## config.mk

```make
export PLATFORM = sky130hd
export DESIGN_NAME = biquad_lowpass_filter
export DESIGN_NICKNAME = d
export VERILOG_FILES = /design/src/bqlp_pkg.sv /design/src/biquad_lowpass_filter.sv /design/src/bqlp_ctrl.sv /design/src/bqlp_dpath.sv
export SDC_FILE = /design/constraint.sdc
export NUM_CORES = 2
export LEC_CHECK = 0
export ABC_AREA = 1
export BUFFER_PORTS_ARGS = -buffer_cell sky130_fd_sc_hd__buf_2
export CORE_MARGIN = 2
export CORE_UTILIZATION = 35
export DETAILED_ROUTE_END_ITERATION = 10
export GPL_TIMING_DRIVEN = 0
export PLACE_DENSITY = 0.56
export SKIP_CTS_REPAIR_TIMING = 1
export SYNTH_ARGS = -nofsm -noshare
export SYNTH_HDL_FRONTEND = slang
export SYNTH_SLANG_ARGS = --single-unit
```

## constraint.sdc

```tcl
create_clock -name i_clk -period 16.2 [get_ports i_clk]
set_input_delay 2.43 -clock i_clk [delete_from_list [all_inputs] [get_ports i_clk]]
set_output_delay 2.43 -clock i_clk [all_outputs]
set_load 0.02 [all_outputs]
```

## src/bqlp_pkg.sv

```systemverilog
// Shared types, constants and datapath op codes for the biquad low-pass filter.
`default_nettype none

package bqlp_pkg;

    // Default widths
    localparam int DEF_SAMPLE_BITS     = 16;
    localparam int DEF_COEF_FRAC_BITS  = 14;
    localparam int DEF_DELAY_FRAC_BITS = 8;

    // Register index port
    localparam int CFG_IDX_W = 3;

    localparam logic [CFG_IDX_W-1:0] REG_COEF_B0 = 3'd0;
    localparam logic [CFG_IDX_W-1:0] REG_COEF_B1 = 3'd1;
    localparam logic [CFG_IDX_W-1:0] REG_COEF_B2 = 3'd2;
    localparam logic [CFG_IDX_W-1:0] REG_COEF_A1 = 3'd3;
    localparam logic [CFG_IDX_W-1:0] REG_COEF_A2 = 3'd4;
    localparam logic [CFG_IDX_W-1:0] REG_BYPASS  = 3'd5;

    // Datapath operations, one per cycle
    typedef enum logic [2:0] {
        OP_IDLE,
        OP_LOAD,        // take sample, acc = x - a1*d1 (+ round)
        OP_MSUB_A2,     // acc -= a2*d2
        OP_W0,          // latch w0 with guard, acc = round + b1*d1
        OP_MAC_B2,      // acc += b2*d2
        OP_MAC_B0,      // acc += b0*w0
        OP_FINISH       // write result (saturated, or raw sample on bypass), shift delay line unless bypass
    } t_dp_op;

    typedef struct packed {
        t_dp_op op;
    } t_dp_cmd;

    typedef struct packed {
        logic bypass;       // bypass register
        logic out_free;     // result register can take a word this cycle
    } t_dp_sts;

endpackage

`default_nettype wire

```

## src/biquad_lowpass_filter.sv

```systemverilog
// Top level of the second-order direct form II low-pass biquad.
//
//  channel   direction  handshake                  payload
//  --------  ---------  -------------------------  ----------------------------
//  input     in         i_in_valid / o_in_ready    i_sample_in
//  output    out        o_out_valid / i_out_ready  o_filtered, o_guard_hit
//  config    in         i_cfg_we (no wait)         i_cfg_idx, i_cfg_data
//
// Sequence: a filtered word goes through five products sharing one multiplier
//   (x-a1*d1, a2*d2, b1*d1, b2*d2, b0*w0, one per cycle, the first in the accepting
//   cycle) and then a saturate-and-write step into the result register; a new word
//   is not taken until the last one is written. A bypass word skips the products and
//   goes straight to the write step.
// Reset: synchronous, active low; coefficients clear, bypass sets, delay line
//   clears. Ready rises the cycle after reset is released.
// Stalls: the result register holds a word while i_out_ready is low; the next word
//   is still accepted and worked on, and waits in its final cycle until the
//   result register is free.
`default_nettype none

module biquad_lowpass_filter
    import bqlp_pkg::*;
#(
    parameter int SAMPLE_BITS     = DEF_SAMPLE_BITS,
    parameter int COEF_FRAC_BITS  = DEF_COEF_FRAC_BITS,
    parameter int DELAY_FRAC_BITS = DEF_DELAY_FRAC_BITS
) (
    input  wire logic                          i_clk,
    input  wire logic                          i_rst_n,
    // register write port
    input  wire logic                          i_cfg_we,
    input  wire logic [CFG_IDX_W-1:0]          i_cfg_idx,
    input  wire logic [COEF_FRAC_BITS+3:0]     i_cfg_data,
    // sample in
    input  wire logic                          i_in_valid,
    output logic                               o_in_ready,
    input  wire logic signed [SAMPLE_BITS-1:0] i_sample_in,
    // result out
    output logic                               o_out_valid,
    input  wire logic                          i_out_ready,
    output logic signed [SAMPLE_BITS-1:0]      o_filtered,
    output logic                               o_guard_hit
);

    t_dp_cmd s_cmd;
    t_dp_sts s_sts;

    // sequencer: walks one word through the MAC steps
    bqlp_ctrl u_ctrl (
        .i_clk      (i_clk),
        .i_rst_n    (i_rst_n),
        .i_in_valid (i_in_valid),
        .o_in_ready (o_in_ready),
        .i_sts      (s_sts),
        .o_cmd      (s_cmd)
    );

    // datapath: registers, delay line, shared multiplier and accumulator
    bqlp_dpath #(
        .SAMPLE_BITS     (SAMPLE_BITS),
        .COEF_FRAC_BITS  (COEF_FRAC_BITS),
        .DELAY_FRAC_BITS (DELAY_FRAC_BITS)
    ) u_dpath (
        .i_clk       (i_clk),
        .i_rst_n     (i_rst_n),
        .i_cfg_we    (i_cfg_we),
        .i_cfg_idx   (i_cfg_idx),
        .i_cfg_data  (i_cfg_data),
        .i_sample_in (i_sample_in),
        .i_cmd       (s_cmd),
        .o_sts       (s_sts),
        .o_filtered  (o_filtered),
        .o_guard_hit (o_guard_hit),
        .o_out_valid (o_out_valid),
        .i_out_ready (i_out_ready)
    );

endmodule

`default_nettype wire

```

## src/bqlp_ctrl.sv

```systemverilog
// Sequencer for the biquad filter: steps the shared multiply-accumulate datapath.
`default_nettype none

module bqlp_ctrl
    import bqlp_pkg::*;
(
    input  wire logic    i_clk,
    input  wire logic    i_rst_n,
    input  wire logic    i_in_valid,
    output logic         o_in_ready,
    input  wire t_dp_sts i_sts,
    output t_dp_cmd      o_cmd
);

    typedef enum logic [2:0] {
        S_IDLE,
        S_MA2,
        S_W0,
        S_MB2,
        S_MB0,
        S_FIN
    } t_state;

    t_state r_state;
    logic   r_in_ready;
    logic   s_accept;

    assign s_accept   = (r_state == S_IDLE) && r_in_ready && i_in_valid;
    assign o_in_ready = r_in_ready;

    always_comb begin
        unique case (r_state)
            S_IDLE:  o_cmd.op = s_accept ? OP_LOAD : OP_IDLE;
            S_MA2:   o_cmd.op = OP_MSUB_A2;
            S_W0:    o_cmd.op = OP_W0;
            S_MB2:   o_cmd.op = OP_MAC_B2;
            S_MB0:   o_cmd.op = OP_MAC_B0;
            S_FIN:   o_cmd.op = i_sts.out_free ? OP_FINISH : OP_IDLE;
            default: o_cmd.op = OP_IDLE;
        endcase
    end

    always_ff @(posedge i_clk) begin
        if (!i_rst_n) begin
            r_state    <= S_IDLE;
            r_in_ready <= 1'b0;
        end else begin
            unique case (r_state)
                S_IDLE: begin
                    if (s_accept) begin
                        r_in_ready <= 1'b0;
                        // bypass words skip the arithmetic
                        r_state    <= i_sts.bypass ? S_FIN : S_MA2;
                    end else begin
                        r_in_ready <= 1'b1;
                    end
                end
                S_MA2: r_state <= S_W0;
                S_W0:  r_state <= S_MB2;
                S_MB2: r_state <= S_MB0;
                S_MB0: r_state <= S_FIN;
                S_FIN: begin
                    if (i_sts.out_free) begin
                        r_state    <= S_IDLE;
                        r_in_ready <= 1'b1;
                    end
                end
                default: begin
                    r_state    <= S_IDLE;
                    r_in_ready <= 1'b0;
                end
            endcase
        end
    end

endmodule

`default_nettype wire

```

## src/bqlp_dpath.sv

```systemverilog
// Biquad datapath: coefficient registers, delay line, one shared MAC, result register.
`default_nettype none

module bqlp_dpath
    import bqlp_pkg::*;
#(
    parameter int SAMPLE_BITS     = DEF_SAMPLE_BITS,
    parameter int COEF_FRAC_BITS  = DEF_COEF_FRAC_BITS,
    parameter int DELAY_FRAC_BITS = DEF_DELAY_FRAC_BITS
) (
    input  wire logic                          i_clk,
    input  wire logic                          i_rst_n,
    input  wire logic                          i_cfg_we,
    input  wire logic [CFG_IDX_W-1:0]          i_cfg_idx,
    input  wire logic [COEF_FRAC_BITS+3:0]     i_cfg_data,
    input  wire logic signed [SAMPLE_BITS-1:0] i_sample_in,
    input  wire t_dp_cmd                       i_cmd,
    output t_dp_sts                            o_sts,
    output logic signed [SAMPLE_BITS-1:0]      o_filtered,
    output logic                               o_guard_hit,
    output logic                               o_out_valid,
    input  wire logic                          i_out_ready
);

    localparam int CB = COEF_FRAC_BITS + 4;
    localparam int DB = SAMPLE_BITS + DELAY_FRAC_BITS;
    localparam int PB = CB + DB;
    localparam int AB = PB + 2;
    localparam int PF = DELAY_FRAC_BITS + COEF_FRAC_BITS;

    localparam logic [AB-1:0] RND_CF = {{(AB-1){1'b0}}, 1'b1} << (COEF_FRAC_BITS - 1);
    localparam logic [AB-1:0] RND_PF = {{(AB-1){1'b0}}, 1'b1} << (PF - 1);

    logic signed [CB-1:0]          r_coef_b0, r_coef_b1, r_coef_b2, r_coef_a1, r_coef_a2;
    logic                          r_bypass;
    logic signed [DB-1:0]          r_d1, r_d2, r_w0;
    logic signed [SAMPLE_BITS-1:0] r_x;
    logic signed [AB-1:0]          r_acc;
    logic                          r_guard, r_byp_item;
    logic signed [SAMPLE_BITS-1:0] r_filtered;
    logic                          r_guard_hit, r_out_valid;

    logic signed [CB-1:0]          s_mul_c;
    logic signed [DB-1:0]          s_mul_d;
    logic signed [PB-1:0]          s_prod;
    logic signed [AB-1:0]          s_prod_ext, s_x_ext;
    logic                          s_w0_ok, s_y_ok;
    logic signed [DB-1:0]          s_w0;
    logic signed [SAMPLE_BITS-1:0] s_y;

    // Operand select for the shared multiplier
    always_comb begin
        unique case (i_cmd.op)
            OP_MSUB_A2: begin s_mul_c = r_coef_a2; s_mul_d = r_d2; end
            OP_W0:      begin s_mul_c = r_coef_b1; s_mul_d = r_d1; end
            OP_MAC_B2:  begin s_mul_c = r_coef_b2; s_mul_d = r_d2; end
            OP_MAC_B0:  begin s_mul_c = r_coef_b0; s_mul_d = r_w0; end
            default:    begin s_mul_c = r_coef_a1; s_mul_d = r_d1; end
        endcase
    end

    assign s_prod     = s_mul_c * s_mul_d;
    assign s_prod_ext = AB'(s_prod);
    assign s_x_ext    = AB'(i_sample_in) <<< PF;

    // w0 guard: rounded intermediate must fit the delay width
    assign s_w0_ok = (&r_acc[AB-1:COEF_FRAC_BITS+DB-1]) | ~(|r_acc[AB-1:COEF_FRAC_BITS+DB-1]);
    assign s_w0    = s_w0_ok ? r_acc[COEF_FRAC_BITS+DB-1:COEF_FRAC_BITS]
                             : (DB'(r_x) <<< DELAY_FRAC_BITS);

    // output saturation
    assign s_y_ok = (&r_acc[AB-1:PF+SAMPLE_BITS-1]) | ~(|r_acc[AB-1:PF+SAMPLE_BITS-1]);
    assign s_y    = s_y_ok ? r_acc[PF+SAMPLE_BITS-1:PF]
                           : {r_acc[AB-1], {(SAMPLE_BITS-1){~r_acc[AB-1]}}};

    // config, delay line and result handshake
    always_ff @(posedge i_clk) begin
        if (!i_rst_n) begin
            r_coef_b0   <= '0;
            r_coef_b1   <= '0;
            r_coef_b2   <= '0;
            r_coef_a1   <= '0;
            r_coef_a2   <= '0;
            r_bypass    <= 1'b1;
            r_d1        <= '0;
            r_d2        <= '0;
            r_out_valid <= 1'b0;
        end else begin
            if (i_cfg_we) begin
                unique case (i_cfg_idx)
                    REG_COEF_B0: r_coef_b0 <= i_cfg_data;
                    REG_COEF_B1: r_coef_b1 <= i_cfg_data;
                    REG_COEF_B2: r_coef_b2 <= i_cfg_data;
                    REG_COEF_A1: r_coef_a1 <= i_cfg_data;
                    REG_COEF_A2: r_coef_a2 <= i_cfg_data;
                    REG_BYPASS:  r_bypass  <= i_cfg_data[0];
                    default: ;
                endcase
            end
            if (i_cmd.op == OP_FINISH) begin
                r_out_valid <= 1'b1;
                if (!r_byp_item) begin
                    r_d2 <= r_d1;
                    r_d1 <= r_w0;
                end
            end else if (i_out_ready) begin
                r_out_valid <= 1'b0;
            end
        end
    end

    // accumulator and working registers
    always_ff @(posedge i_clk) begin
        unique case (i_cmd.op)
            OP_LOAD: begin
                r_x        <= i_sample_in;
                r_byp_item <= r_bypass;
                r_acc      <= s_x_ext + RND_CF - s_prod_ext;
            end
            OP_MSUB_A2: r_acc <= r_acc - s_prod_ext;
            OP_W0: begin
                r_w0    <= s_w0;
                r_guard <= ~s_w0_ok;
                r_acc   <= RND_PF + s_prod_ext;
            end
            OP_MAC_B2, OP_MAC_B0: r_acc <= r_acc + s_prod_ext;
            OP_FINISH: begin
                r_filtered  <= r_byp_item ? r_x : s_y;
                r_guard_hit <= r_byp_item ? 1'b0 : r_guard;
            end
            default: ;
        endcase
    end

    assign o_sts.bypass   = r_bypass;
    assign o_sts.out_free = ~r_out_valid | i_out_ready;
    assign o_filtered     = r_filtered;
    assign o_guard_hit    = r_guard_hit;
    assign o_out_valid    = r_out_valid;

    // a result is only written into a free output register
    a_finish_free: assert property (@(posedge i_clk) disable iff (!i_rst_n)
        (i_cmd.op == OP_FINISH) |-> (!r_out_valid || i_out_ready))
        else $error("result written over an untaken word");

    // bypass leaves the delay line alone
    a_bypass_state: assert property (@(posedge i_clk) disable iff (!i_rst_n)
        (i_cmd.op == OP_FINISH && r_byp_item) |=> ($stable(r_d1) && $stable(r_d2)))
        else $error("delay line moved on a bypass word");

    // bypass word comes out unchanged, with no guard flag
    a_bypass_out: assert property (@(posedge i_clk) disable iff (!i_rst_n)
        (i_cmd.op == OP_FINISH && r_byp_item) |=>
            (o_out_valid && !o_guard_hit && o_filtered == $past(r_x)))
        else $error("bypass word altered");

    // filtered word shifts the delay line by one
    a_shift: assert property (@(posedge i_clk) disable iff (!i_rst_n)
        (i_cmd.op == OP_FINISH && !r_byp_item) |=>
            (r_d2 == $past(r_d1) && r_d1 == $past(r_w0)))
        else $error("delay line shift wrong");

endmodule

`default_nettype wire
```

==> flow_summary_export.csv <==
group,metric,value,unit
timing,final-hold-violation-count,0,
timing,post-route-min-period,12290,ps
worst_setup_path,timing.reg2reg.setup_slack,3910,ps
status,outcome,"complete, but fails checks",
synthesis,seq_area_frac_synth,18.5,%
cts,tritoncts_num_sinks,247,
detailed_routing,detail_route.wl_per_cell,20.5,um
synthesis,async_reset_ff_share,0,%
global_route,grt_antenna_before_repair,2,
cts,inserted_clock_buffers,30,
synthesis,ys_ff_latch,247,
detailed_routing,drt_pre_antenna_iters,6,
finish,commonest_non_fill_non_tap_cell_in_the_layout,"sky130_fd_sc_hd__inv_1",
finish,layout.filler_cells,9673,
detailed_routing,route.detailed.vias_per_inst,5.15,
cts,cts.reportedPaths.clkPinSlew,60,ps
timing,max-slew-margin-rel,-0.158,%
synthesis,postSynthNetCount,4956,
hold_path,hold_start,"u_dpath.r_coef_a1[3]",
cts,cts_root_buffer,"sky130_fd_sc_hd__clkbuf_16",
timing,max_freq,0.0814,GHz
global_route,grt_first_pass_wirelength,177000,um
detailed_routing,via_count,28900,
cts,clockBufferDepth,3,
detailed_routing,postRouteAntennaNets,0,
job,maxCapViolCount,1,
worst_setup_path,crit_reg_reg_startpoint,"u_ctrl.r_state[0]",
floorplan,fp-row-count,111,
worst_setup_path,arrival,12620,ps
status,violations_in_the_final_reports,"max-capacitance violations, max-slew violations",
timing,layout_worst_path_cycle_share,75.9,%
floorplan,floorplan.die.width,308,um
cts,clkLatencyLatePin,610,ps
timing,worst-slew-pin-transition,1490,ps
finish,area_delta_synth_final,8.83,%
synthesis,yosys.cell_types.count,70,
timing,fin_setup_tns,0,ps
detailed_routing,detailedRoute.firstIterationViolations,2709,
finish,layout.cells.most_common_list,"sky130_fd_sc_hd__inv_1 (888), sky130_fd_sc_hd__nand2_1 (827), sky130_fd_sc_hd__nor2_1 (509), sky130_fd_sc_hd__fa_1 (426), sky130_fd_sc_hd__o21ai_0 (262)",
worst_setup_path,startpoint_type,"flop",
floorplan,vertical_extent_of_the_die,308,um
timing,setup_viol,0,
synthesis,synth_area,32300,um^2
place,number_of_port_buffers,59,
finish,drive_gt1_share,6.29,%
global_route,grt-ovfl-total,0,
floorplan,start_util,35.2,%
worst_setup_path,timing.critical_path.from,"u_ctrl.r_state[0]",
global_route,grt_usage,24.7,%
synthesis,dominantRegCellSynth,"sky130_fd_sc_hd__dfxtp_1",
worst_setup_path,path_common_cell,"sky130_fd_sc_hd__nand2_1",
worst_setup_path,crit-reg2reg-capture,"u_dpath.r_acc[32]",
synthesis,synthesis.instances,4318,
timing,fin_worst_hold_slack,441,ps
cts,clock_tree_from_tritoncts,"yes",
place,dp_hpwl,97500,um
worst_setup_path,worst_ep_required,16540,ps
global_route,grt_start_max_net_pins,35,
worst_setup_path,timing.critical_path.to,"u_dpath.r_acc[32]",
floorplan,die-area,94600,um^2
floorplan,core_region_area,91500,um^2
synthesis,yosys_warnings,0,
hold_path,timing.hold.worst.class,"reg2reg",
worst_setup_path,critical_setup_path_kind,"reg2reg",
finish,n_antenna_cell,0,
worst_setup_path,critical_path.endpoint_type,"flop",
worst_setup_path,crit_path_top_delay_cell,"sky130_fd_sc_hd__o21ai_0",
global_route,grt_pass1_vias,28900,
timing,drv_slew,1,
detailed_routing,drt_drc_violations_left,0,
timing,rsz_0062_raised_after_global_routing,"no",
synthesis,count_of_flip_flops_with_a_built_in_enable_after_synthesis,103,
detailed_routing,drt_wl_total,115000,um
timing,fin_skew,28.2,ps
worst_setup_path,crit_path_max_incr_delay,1170,ps
synthesis,syn_avg_cell_area,7.47,um^2
worst_setup_path,critPathMaxFanout,10,
cts,clock_tree.htree_level_count,1,
place,gpl.final_weighted_congestion,0.978,
worst_setup_path,r2r_cells,44,
floorplan,io_pins,61,
finish,nNetsFinal,5053,
-- metal layers --
| metal | part of all wire [%] | vias to the layer above | global-route usage (%) |
|---|---|---|---|
| met5 | 0 | - | 0 |
| met4 | 4.4 | 0 | 9.42 |
| met3 | 8.6 | 181 | 4.93 |
| met2 | 42 | 1059 | 37.6 |
| met1 | 44 | 14100 | 34.7 |
| li1 | - | 13600 | - |
-- logic make-up after synthesis --
kind of cell,count (synthesis),share of synthesized area [%]
AOI/OAI and AO/OA,684,12.1
and+or+nand+nor,1662,21.8
DFF,247,18.5
adders and majority gates,596,33.0
xor gates and xnor gates,71,2.08
buffers and inverters,1058,12.4
-- critical path: cells and delay by family, from the launching register on --
kind / cells / cell delay (ps)
AO/OA/AOI/OAI: 7 / 2950
XOR/XNOR: 1 / 170
adder cells (fa/ha/maj): 8 / 4000
buffers and inverters: 9 / 1570
flip-flops: 1 / 510
AND/OR/NAND/NOR: 19 / 2820
-- final cells by class --
class / instances / area, um^2 / area share [%]
multi-input combinational: 3013 / 22300 / 63.5
sequential: 247 / 5980 / 17.0
inverter: 930 / 3500 / 9.96
tap: 1186 / 1480 / 4.23
clock buffer: 38 / 822 / 2.34
buffer: 128 / 518 / 1.48
timing repair buffer: 65 / 360 / 1.03
clock inverter: 12 / 153 / 0.435
-- flip-flops by register name (all words and copies together), names as in the netlist --
register             cells
u_dpath.r_coef_b1       18
u_dpath.r_coef_b2       18
u_dpath.r_guard          1
u_dpath.r_d2            24
u_ctrl.r_state           3
u_dpath.r_bypass         1
u_dpath.o_filtered      16
u_dpath.r_acc           44
u_dpath.r_coef_a2       18
u_dpath.r_coef_a1       18
u_dpath.r_d1            24
u_dpath.r_byp_item       1
u_ctrl.o_in_ready        1
u_dpath.o_guard_hit      1
u_dpath.o_out_valid      1
u_dpath.r_coef_b0       18
u_dpath.r_x             16
u_dpath.r_w0            24
-- through the flow --
stage,instances,worst slack (ps),util [%],area [um^2]
4_1_cts,5619,4220,38.3,35100
3_5_place_dp,5569,4270,37.3,34100
3_3_place_gp,5563,3950,37.2,34000
2_1_floorplan,4318,6960,-,32300
5_1_grt,5619,3350,38.3,35100
6_report,5619,3910,38.3,35100
-- synthesized netlist by cell type, types with 37 or more instances --
cell type	instances	area, um^2
sky130_fd_sc_hd__a21oi_1	233	1170
sky130_fd_sc_hd__clkbuf_1	101	379
sky130_fd_sc_hd__dfxtp_1	144	2880
sky130_fd_sc_hd__edfxtp_1	103	3090
sky130_fd_sc_hd__fa_1	426	8530
sky130_fd_sc_hd__ha_1	170	2130
sky130_fd_sc_hd__inv_1	888	3330
sky130_fd_sc_hd__nand2_1	827	3100
sky130_fd_sc_hd__nand2_2	37	231
sky130_fd_sc_hd__nand3_1	137	686
sky130_fd_sc_hd__nand4_1	40	250
sky130_fd_sc_hd__nor2_1	509	1910
sky130_fd_sc_hd__o21ai_0	263	1320
sky130_fd_sc_hd__xor2_1	51	447
-- worst min-delay path by stage --
stage | cells past startpoint | to | slack (ps)
6_report | 2 | u_dpath.r_coef_a1[3] | 440
5_1_grt | 2 | u_dpath.r_coef_a1[3] | 460
4_1_cts | 2 | u_dpath.r_coef_a1[3] | 440
3_5_place_dp | 2 | u_dpath.r_coef_a1[3] | 430
3_3_place_gp | 2 | u_dpath.r_coef_a1[3] | 430
2_1_floorplan | 2 | u_dpath.r_coef_a1[10] | 420
Power is not shown: default switching activity piles up to over one toggle a cycle in this logic, so the estimate is an artifact.
